$ cat config.mk
export PLATFORM = sky130hd
export DESIGN_NAME = alarm_sensor_command_slave_core
export DESIGN_NICKNAME = d
export VERILOG_FILES = /design/src/sv/asc_pkg.sv /design/src/sv/asc_in_reg.sv /design/src/sv/asc_exec.sv /design/src/sv/asc_out_reg.sv /design/src/sv/alarm_sensor_command_slave_core.sv
export SDC_FILE = /design/constraint.sdc
export NUM_CORES = 1
export LEC_CHECK = 0
export BUFFER_PORTS_ARGS = -buffer_cell sky130_fd_sc_hd__buf_2
export CAP_MARGIN = 20
export CORE_ASPECT_RATIO = 0.8
export CORE_MARGIN = 4
export CORE_UTILIZATION = 30
export CTS_BUF_LIST = sky130_fd_sc_hd__clkbuf_4
export CTS_CLUSTER_SIZE = 30
export DETAILED_ROUTE_END_ITERATION = 16
export MAX_ROUTING_LAYER = met4
export PLACE_DENSITY_LB_ADDON = 0.08
export SLEW_MARGIN = 10
export SYNTH_ARGS = -nofsm -noshare
export SYNTH_HDL_FRONTEND = slang
export SYNTH_SLANG_ARGS = --single-unit
$ cat constraint.sdc
create_clock -name i_clk -period 4 [get_ports i_clk]
set_input_delay 0.2 -clock i_clk [delete_from_list [all_inputs] [get_ports i_clk]]
set_output_delay 0.2 -clock i_clk [all_outputs]
set_load 0.005 [all_outputs]
$ cat src/sv/asc_pkg.sv
// Shared types, codes and constants of the alarm sensor command slave.
package asc_pkg;

    // Key storage size and the width of its byte index
    localparam int KEY_BYTES = 8;
    localparam int KEY_IDX_W = (KEY_BYTES > 1) ? $clog2(KEY_BYTES) : 1;

    // Configuration port
    localparam int CFG_IDX_W  = 2;
    localparam int CFG_DATA_W = 10;
    localparam logic [CFG_IDX_W-1:0] CFG_TRIP_THRESHOLD = 2'd0;
    localparam logic [CFG_IDX_W-1:0] CFG_SIGNATURE_BYTE = 2'd1;

    // Register reset values
    localparam logic [9:0] TRIP_THRESHOLD_RST = 10'd450;
    localparam logic [7:0] SIGNATURE_BYTE_RST = 8'b1100_1011;
    localparam logic [6:0] SLAVE_ADDR_RST     = 7'd127;

    // Item kinds carried in tuser
    localparam logic [1:0] OP_COMMAND = 2'd0;
    localparam logic [1:0] OP_READ    = 2'd1;
    localparam logic [1:0] OP_SAMPLE  = 2'd2;

    // Command bytes
    localparam logic [7:0] CMD_SET_ADDR    = 8'd128;
    localparam logic [7:0] CMD_LOAD_KEY    = 8'd127;
    localparam logic [7:0] CMD_READ_ALARM  = 8'd125;
    localparam logic [7:0] CMD_READ_KEY    = 8'd124;
    localparam logic [7:0] CMD_LOAD_KEY_B  = 8'd123;
    localparam logic [7:0] CMD_ALARM_ON    = 8'd122;
    localparam logic [7:0] CMD_ALARM_OFF   = 8'd121;

    // Byte returned by an acknowledge read
    localparam logic [7:0] ACK_BYTE = 8'd200;

    // Armed read, one-hot
    typedef enum logic [4:0] {
        MODE_IDLE  = 5'b00001,
        MODE_ACK   = 5'b00010,
        MODE_SIG   = 5'b00100,
        MODE_ALARM = 5'b01000,
        MODE_KEY   = 5'b10000
    } t_read_mode;

    // One input word
    typedef struct packed {
        logic [9:0]  sensor_sample;
        logic [63:0] payload;
        logic [7:0]  command_code;
        logic [1:0]  opcode;
    } t_item;

    // One result word
    typedef struct packed {
        logic       alarm_active;
        logic [6:0] bus_address;
        logic [7:0] read_data;
        logic       read_valid;
    } t_result;

endpackage

$ cat src/sv/asc_in_reg.sv
// Input register of the alarm sensor command slave: holds one accepted word.
module asc_in_reg (
    input  logic          i_clk,
    input  logic          i_rst_n,
    input  logic          i_valid,
    output logic          o_ready,
    input  asc_pkg::t_item i_item,
    input  logic          i_advance,
    output logic          o_valid,
    output asc_pkg::t_item o_item
);

    logic           r_valid;
    asc_pkg::t_item r_item;

    // Take a new word when empty or when the held one moves on
    assign o_ready = !r_valid || i_advance;

    // Hold valid flag
    always_ff @(posedge i_clk) begin
        if (!i_rst_n) begin
            r_valid <= 1'b0;
        end else if (o_ready) begin
            r_valid <= i_valid;
        end
    end

    // Capture payload
    always_ff @(posedge i_clk) begin
        if (o_ready && i_valid) begin
            r_item <= i_item;
        end
    end

    assign o_valid = r_valid;
    assign o_item  = r_item;

endmodule

$ cat src/sv/asc_exec.sv
// Decode and state update of the alarm sensor command slave.
module asc_exec (
    input  logic                            i_clk,
    input  logic                            i_rst_n,
    input  logic                            i_cfg_we,
    input  logic [asc_pkg::CFG_IDX_W-1:0]   i_cfg_index,
    input  logic [asc_pkg::CFG_DATA_W-1:0]  i_cfg_data,
    input  logic                            i_fire,
    input  asc_pkg::t_item                  i_item,
    output asc_pkg::t_result                o_result
);

    logic [9:0]                     r_thresh;
    logic [7:0]                     r_sig;
    asc_pkg::t_read_mode            r_mode, n_mode;
    logic [7:0]                     r_key [asc_pkg::KEY_BYTES];
    logic [7:0]                     n_key [asc_pkg::KEY_BYTES];
    logic [asc_pkg::KEY_IDX_W-1:0]  r_key_idx, n_key_idx;
    logic                           r_alarm, n_alarm;
    logic [6:0]                     r_addr, n_addr;
    logic                           rd_valid;
    logic [7:0]                     rd_data;

    // Configuration registers
    always_ff @(posedge i_clk) begin
        if (!i_rst_n) begin
            r_thresh <= asc_pkg::TRIP_THRESHOLD_RST;
            r_sig    <= asc_pkg::SIGNATURE_BYTE_RST;
        end else if (i_cfg_we) begin
            if (i_cfg_index == asc_pkg::CFG_TRIP_THRESHOLD) begin
                r_thresh <= i_cfg_data[9:0];
            end else if (i_cfg_index == asc_pkg::CFG_SIGNATURE_BYTE) begin
                r_sig <= i_cfg_data[7:0];
            end
        end
    end

    // Next state and read byte for the word in the input register
    always_comb begin
        n_mode    = r_mode;
        n_key     = r_key;
        n_key_idx = r_key_idx;
        n_alarm   = r_alarm;
        n_addr    = r_addr;
        rd_valid  = 1'b0;
        rd_data   = '0;
        unique case (i_item.opcode)
            asc_pkg::OP_COMMAND: begin
                unique case (i_item.command_code)
                    asc_pkg::CMD_SET_ADDR: begin
                        n_mode = asc_pkg::MODE_SIG;
                        n_addr = i_item.payload[6:0];
                    end
                    asc_pkg::CMD_LOAD_KEY, asc_pkg::CMD_LOAD_KEY_B: begin
                        n_mode = asc_pkg::MODE_ACK;
                        for (int i = 0; i < asc_pkg::KEY_BYTES; i++) begin
                            n_key[i] = i_item.payload[8*i +: 8];
                        end
                    end
                    asc_pkg::CMD_READ_ALARM: begin
                        n_mode = asc_pkg::MODE_ALARM;
                    end
                    asc_pkg::CMD_READ_KEY: begin
                        n_mode = asc_pkg::MODE_KEY;
                    end
                    asc_pkg::CMD_ALARM_ON: begin
                        n_mode  = asc_pkg::MODE_ACK;
                        n_alarm = 1'b1;
                    end
                    asc_pkg::CMD_ALARM_OFF: begin
                        n_mode  = asc_pkg::MODE_ACK;
                        n_alarm = 1'b0;
                    end
                    default: begin
                    end
                endcase
            end
            asc_pkg::OP_READ: begin
                unique case (r_mode)
                    asc_pkg::MODE_ACK: begin
                        rd_valid = 1'b1;
                        rd_data  = asc_pkg::ACK_BYTE;
                        n_mode   = asc_pkg::MODE_IDLE;
                    end
                    asc_pkg::MODE_SIG: begin
                        rd_valid = 1'b1;
                        rd_data  = r_sig;
                        n_mode   = asc_pkg::MODE_IDLE;
                    end
                    asc_pkg::MODE_ALARM: begin
                        rd_valid = 1'b1;
                        rd_data  = {7'd0, r_alarm};
                        n_mode   = asc_pkg::MODE_IDLE;
                    end
                    asc_pkg::MODE_KEY: begin
                        rd_valid = 1'b1;
                        rd_data  = r_key[r_key_idx];
                        // Disarm after the last key byte
                        if (r_key_idx == asc_pkg::KEY_IDX_W'(asc_pkg::KEY_BYTES - 1)) begin
                            n_key_idx = '0;
                            n_mode    = asc_pkg::MODE_IDLE;
                        end else begin
                            n_key_idx = r_key_idx + asc_pkg::KEY_IDX_W'(1);
                        end
                    end
                    default: begin
                    end
                endcase
            end
            asc_pkg::OP_SAMPLE: begin
                n_alarm = (i_item.sensor_sample < r_thresh);
            end
            default: begin
            end
        endcase
    end

    // Advance state when the word moves to the output register
    always_ff @(posedge i_clk) begin
        if (!i_rst_n) begin
            r_mode    <= asc_pkg::MODE_ACK;
            r_key_idx <= '0;
            r_alarm   <= 1'b0;
            r_addr    <= asc_pkg::SLAVE_ADDR_RST;
            for (int i = 0; i < asc_pkg::KEY_BYTES; i++) begin
                r_key[i] <= '0;
            end
        end else if (i_fire) begin
            r_mode    <= n_mode;
            r_key_idx <= n_key_idx;
            r_alarm   <= n_alarm;
            r_addr    <= n_addr;
            r_key     <= n_key;
        end
    end

    assign o_result.read_valid   = rd_valid;
    assign o_result.read_data    = rd_data;
    assign o_result.bus_address  = n_addr;
    assign o_result.alarm_active = n_alarm;

endmodule

$ cat src/sv/asc_out_reg.sv
// Output register of the alarm sensor command slave: holds one result word.
module asc_out_reg (
    input  logic             i_clk,
    input  logic             i_rst_n,
    input  logic             i_load,
    input  asc_pkg::t_result i_result,
    output logic             o_free,
    output logic             o_valid,
    input  logic             i_ready,
    output asc_pkg::t_result o_result
);

    logic             r_valid;
    asc_pkg::t_result r_result;

    // Free when empty or when the held word leaves this cycle
    assign o_free = !r_valid || i_ready;

    // Hold valid flag
    always_ff @(posedge i_clk) begin
        if (!i_rst_n) begin
            r_valid <= 1'b0;
        end else if (o_free) begin
            r_valid <= i_load;
        end
    end

    // Capture result
    always_ff @(posedge i_clk) begin
        if (i_load) begin
            r_result <= i_result;
        end
    end

    assign o_valid  = r_valid;
    assign o_result = r_result;

endmodule

$ cat src/sv/alarm_sensor_command_slave_core.sv
// Top level of the alarm sensor command slave: stream in, stream out, config writes.
//
//  channel   direction  handshake                      content
//  s_axis    in         i_s_axis_tvalid/o_s_axis_tready command, read request or sample
//  m_axis    out        o_m_axis_tvalid/i_m_axis_tready read byte, address, alarm
//  cfg       in         i_cfg_valid/o_cfg_ready         register index and data
//
//  Every word gives one result word: the input register holds the accepted word while
//  decode and state update feed the output register. A new word is taken every cycle
//  while the output register has room; it frees its slot in the same cycle the
//  downstream takes its word, so a stall holds both registers.
//  Reset (i_rst_n low, synchronous) empties both registers and restores state.
//  Config writes are taken every cycle (o_cfg_ready is always high).
module alarm_sensor_command_slave_core (
    input  logic                            i_clk,
    input  logic                            i_rst_n,
    input  logic                            i_s_axis_tvalid,
    output logic                            o_s_axis_tready,
    // tdata: command_code[7:0], payload[71:8], sensor_sample[81:72], zero pad[87:82]
    input  logic [87:0]                     i_s_axis_tdata,
    // tuser: opcode[1:0]
    input  logic [1:0]                      i_s_axis_tuser,
    output logic                            o_m_axis_tvalid,
    input  logic                            i_m_axis_tready,
    // tdata: read_data[7:0], bus_address[14:8], alarm_active[15]
    output logic [15:0]                     o_m_axis_tdata,
    // tuser: read_valid[0]
    output logic                            o_m_axis_tuser,
    input  logic                            i_cfg_valid,
    output logic                            o_cfg_ready,
    input  logic [asc_pkg::CFG_IDX_W-1:0]   i_cfg_index,
    input  logic [asc_pkg::CFG_DATA_W-1:0]  i_cfg_data
);

    asc_pkg::t_item   in_item;
    asc_pkg::t_item   held_item;
    asc_pkg::t_result exec_result;
    asc_pkg::t_result out_result;
    logic             held_valid;
    logic             out_free;
    logic             fire;

    // Unpack the input word
    assign in_item.opcode        = i_s_axis_tuser;
    assign in_item.command_code  = i_s_axis_tdata[7:0];
    assign in_item.payload       = i_s_axis_tdata[71:8];
    assign in_item.sensor_sample = i_s_axis_tdata[81:72];

    // Move a word forward when the output register has room
    assign fire        = held_valid && out_free;
    assign o_cfg_ready = 1'b1;

    asc_in_reg u_in_reg (
        .i_clk     (i_clk),
        .i_rst_n   (i_rst_n),
        .i_valid   (i_s_axis_tvalid),
        .o_ready   (o_s_axis_tready),
        .i_item    (in_item),
        .i_advance (fire),
        .o_valid   (held_valid),
        .o_item    (held_item)
    );

    asc_exec u_exec (
        .i_clk       (i_clk),
        .i_rst_n     (i_rst_n),
        .i_cfg_we    (i_cfg_valid),
        .i_cfg_index (i_cfg_index),
        .i_cfg_data  (i_cfg_data),
        .i_fire      (fire),
        .i_item      (held_item),
        .o_result    (exec_result)
    );

    asc_out_reg u_out_reg (
        .i_clk    (i_clk),
        .i_rst_n  (i_rst_n),
        .i_load   (fire),
        .i_result (exec_result),
        .o_free   (out_free),
        .o_valid  (o_m_axis_tvalid),
        .i_ready  (i_m_axis_tready),
        .o_result (out_result)
    );

    // Pack the result word
    assign o_m_axis_tdata = {out_result.alarm_active, out_result.bus_address,
                             out_result.read_data};
    assign o_m_axis_tuser = out_result.read_valid;

endmodule

==> results.yml <==
floorplanning:
  row_count: 52
  die_area_um2: 29100
  initial_core_util_pct: 30.9
  fp.dieH_um: 153
  core_um2: 25600
  io_pins: 127
  die-width_um: 190
routing:
  ant_nets: 0
  routed_via_density: 4.38
  finalWirelength_mm: 19.7
  drtIter0Drc: 254
  vias: 5776
  dr.pass1.iters: 4
  wl_per_cell_um: 14.9
  drc: 0
sta:
  report.final.slew_viol_count: 0
  slew_headroom_pct: 34.0
  fin_crit_sh_pct: 65.4
  layout_setup_ws_ps: 1390
  skew_ps: 27.7
  worst_hold_slack_ps: 130
  finalSetupViolations: 0
  setup_tns_ps: 0
  hold_viol: 0
  worst_pin_slew_ps: 989
  fmax_mhz: 382
  timing.final.crit_period_ps: 2610
  rsz0062_at_grt: "no"
global_routing:
  grt_use_met2_pct: 20.5
  grt_max_degree: 85
  met3_usage_pct: 3.21
  grt_pass1_vias: 6062
  grt-busiest-layer: "met2"
  antenna_found_initial: 1
  grt-ovfl-total: 0
  grt_pass1_wl_mm: 31.6
  grt_use_met1_pct: 18.4
  grt_use_total_pct: 13.9
critical_path:
  rr_worst_depth: 4
  critPathMaxFanout: 14
  crit_path_end_kind: "register"
  path_class: "in -> reg"
  worstPathRequired_ps: 4600
  crit_arrival_ps: 3220
  critPathLaunchType: "input port"
final_layout:
  layout.nets: 1041
  layout-area-overhead-vs-synth_pct: 33.4
  multi_input_area_um2: 2590
  final_util_pct: 41.2
  fillers: 2549
  layout-drive-gt1-share_pct: 24.8
  regArea_um2: 5030
synthesis:
  syn_area_um2: 7920
  ys_seq_area_share_pct: 63.6
  netlist_instances: 673
  syn_area_per_cell_um2: 11.8
  synth_edf_count: 101
  ys_ff_latch: 201
  ys_types: 57
  synthArstFlopShare_pct: 0
  synth_warnings: 0
  ys.flop_type: "edfxtp_1"
  syn_nets: 791
clock_network:
  hold_buffers: 111
  insertion_delay_ps: 660
  post_cts_buffers: 0
  clockBufferDepth: 3
  cts_sinks: 201
  cts.repair.resized: 0
  cts_buffers: 52
  cts_tree: "yes"
  clkTransAtPathRegs_ps: 70
  htree_levels: 2
  clockRootBuffer: "clkbuf_4"
placed_design:
  hpwlAfterDp_mm: 12.6
  gp_congestion: 0.807
  place.port_buffers: 119
  dp_slack_ps: 1430
flow_run:
  drv_cap: 0
run_status:
  outcome: "finished, final reports clean"
power_and_ir_drop:
  power.density_nw_per_um2: 406
  p_leak_nw: 4.00
  vdd_drop_max_v: 0.000165
hold_path:
  hold_depth: 4
  min_path_type: "in -> reg"
## state kept, by name, summed over array words and instances (netlist names)
| signal | flops |
|---|---|
| u_exec.r_addr | 7 |
| u_in_reg.o_item | 84 |
| u_in_reg.o_valid | 1 |
| u_exec.r_thresh | 10 |
| u_exec.r_alarm | 1 |
| u_exec.r_key | 64 |
| u_exec.r_mode | 5 |
| u_exec.r_key_idx | 3 |
| u_out_reg.o_valid | 1 |
| u_out_reg.o_result | 17 |
| u_exec.r_sig | 8 |
## cells in the final DEF (no fill, tap or decap), drive strengths merged, types with 2 or more instances in the layout
cell type / instances
ha: 11
a22oi: 4
nand2b: 6
nor4b: 2
clkinv: 14
xor2: 2
mux2: 15
mux2i: 15
nor4: 2
nor3: 2
mux4: 16
o21ai: 4
dlygate4sd3: 111
and2: 2
nand2: 184
or3: 3
nand3b: 4
o211ai: 5
inv: 15
nand3: 9
buf: 125
clkbuf: 81
a21oi: 87
nor2b: 2
edfxtp: 101
dfxtp: 100
nor2: 23
nor3b: 2
## per-layer routing
layer / vias to the layer above / share of wire [%]
met5: - / 0
met2: 147 / 43
met4: 0 / 3.6
met1: 2667 / 48
met3: 57 / 5.0
li1: 2905 / -
## cell families (layout without fill, tap and decap cells)
logic type	after synthesis	in the layout	synth area share, %
buffers and inverters	53	346	3.75
DFF	201	201	63.6
muxes	46	46	9.34
AOI/OAI and AO/OA	109	109	7.51
adders and majority gates	12	12	1.86
and+or+nand+nor	249	249	13.7
other	1	2	0.0474
xor gates and xnor gates	2	2	0.221
## area by class of cell
type | instances | area share, %
inverter | 13 | 0.462
antenna | 1 | 0.0237
multi-input combinational | 419 | 24.6
timing repair buffer | 236 | 16.8
sequential | 201 | 47.7
clock inverter | 16 | 0.616
clock buffer | 81 | 5.76
tap | 351 | 4.16
## path summary, 6_finish.rpt
kind / endpoint / slack (ps) / start
worst max-delay path: u_exec.r_thresh[9] / 1390 / i_cfg_index[1]
worst min-delay path: u_exec.r_sig[5] / 130 / i_cfg_valid
worst max register to register: u_out_reg.o_result[1] / 1490 / u_exec.r_key_idx[0]
worst min register to register: u_exec.r_key[15] / 450 / u_exec.r_key[15]
## worst max-delay path, cell delays in order
cell	delay, ps
dlygate4sd3_1	550
buf_2	140
nor3b_1	210
dlygate4sd3_1	600
buf_4	200
nand2_1	70
dlygate4sd3_1	550
a21oi_1	120
dlygate4sd3_1	570
## metrics by stage
stage,instance area (um^2),std cells,total power [mW]
5_1_grt,10600,1318,4.53
3_3_place_gp,8750,1108,2.48
3_5_place_dp,8750,1108,2.48
6_report,10600,1318,4.29
4_1_cts,10500,1316,4.38
2_1_floorplan,7920,673,2.39
## Yosys cell counts (all sizes together), types with 2 or more instances
cell type / number / area (um^2)
nand2: 184 / 691
edfxtp: 101 / 3030
dfxtp: 100 / 2000
a21oi: 87 / 435
nor2: 23 / 88.8
buf: 20 / 130
clkbuf: 20 / 118
mux4: 16 / 394
mux2: 15 / 195
mux2i: 15 / 150
inv: 13 / 48.8
ha: 11 / 138
nand3: 9 / 45.0
nand2b: 6 / 37.5
o211ai: 5 / 37.5
a22oi: 4 / 30.0
nand3b: 4 / 30.0
o21ai: 4 / 20.0
or3: 3 / 20.0
and2: 2 / 13.8
nor2b: 2 / 12.5
nor3: 2 / 21.3
nor3b: 2 / 15.0
nor4: 2 / 12.5
nor4b: 2 / 32.5
xor2: 2 / 17.5
## power breakdown
part           total, mW  switching (mW)  internal (mW)
sequential          2.27          0.0338           2.24
clock               1.78           0.853          0.922
combinational      0.250           0.111          0.139
total               4.29           0.998           3.30
Note: power is estimated with default switching activity, not from simulation.
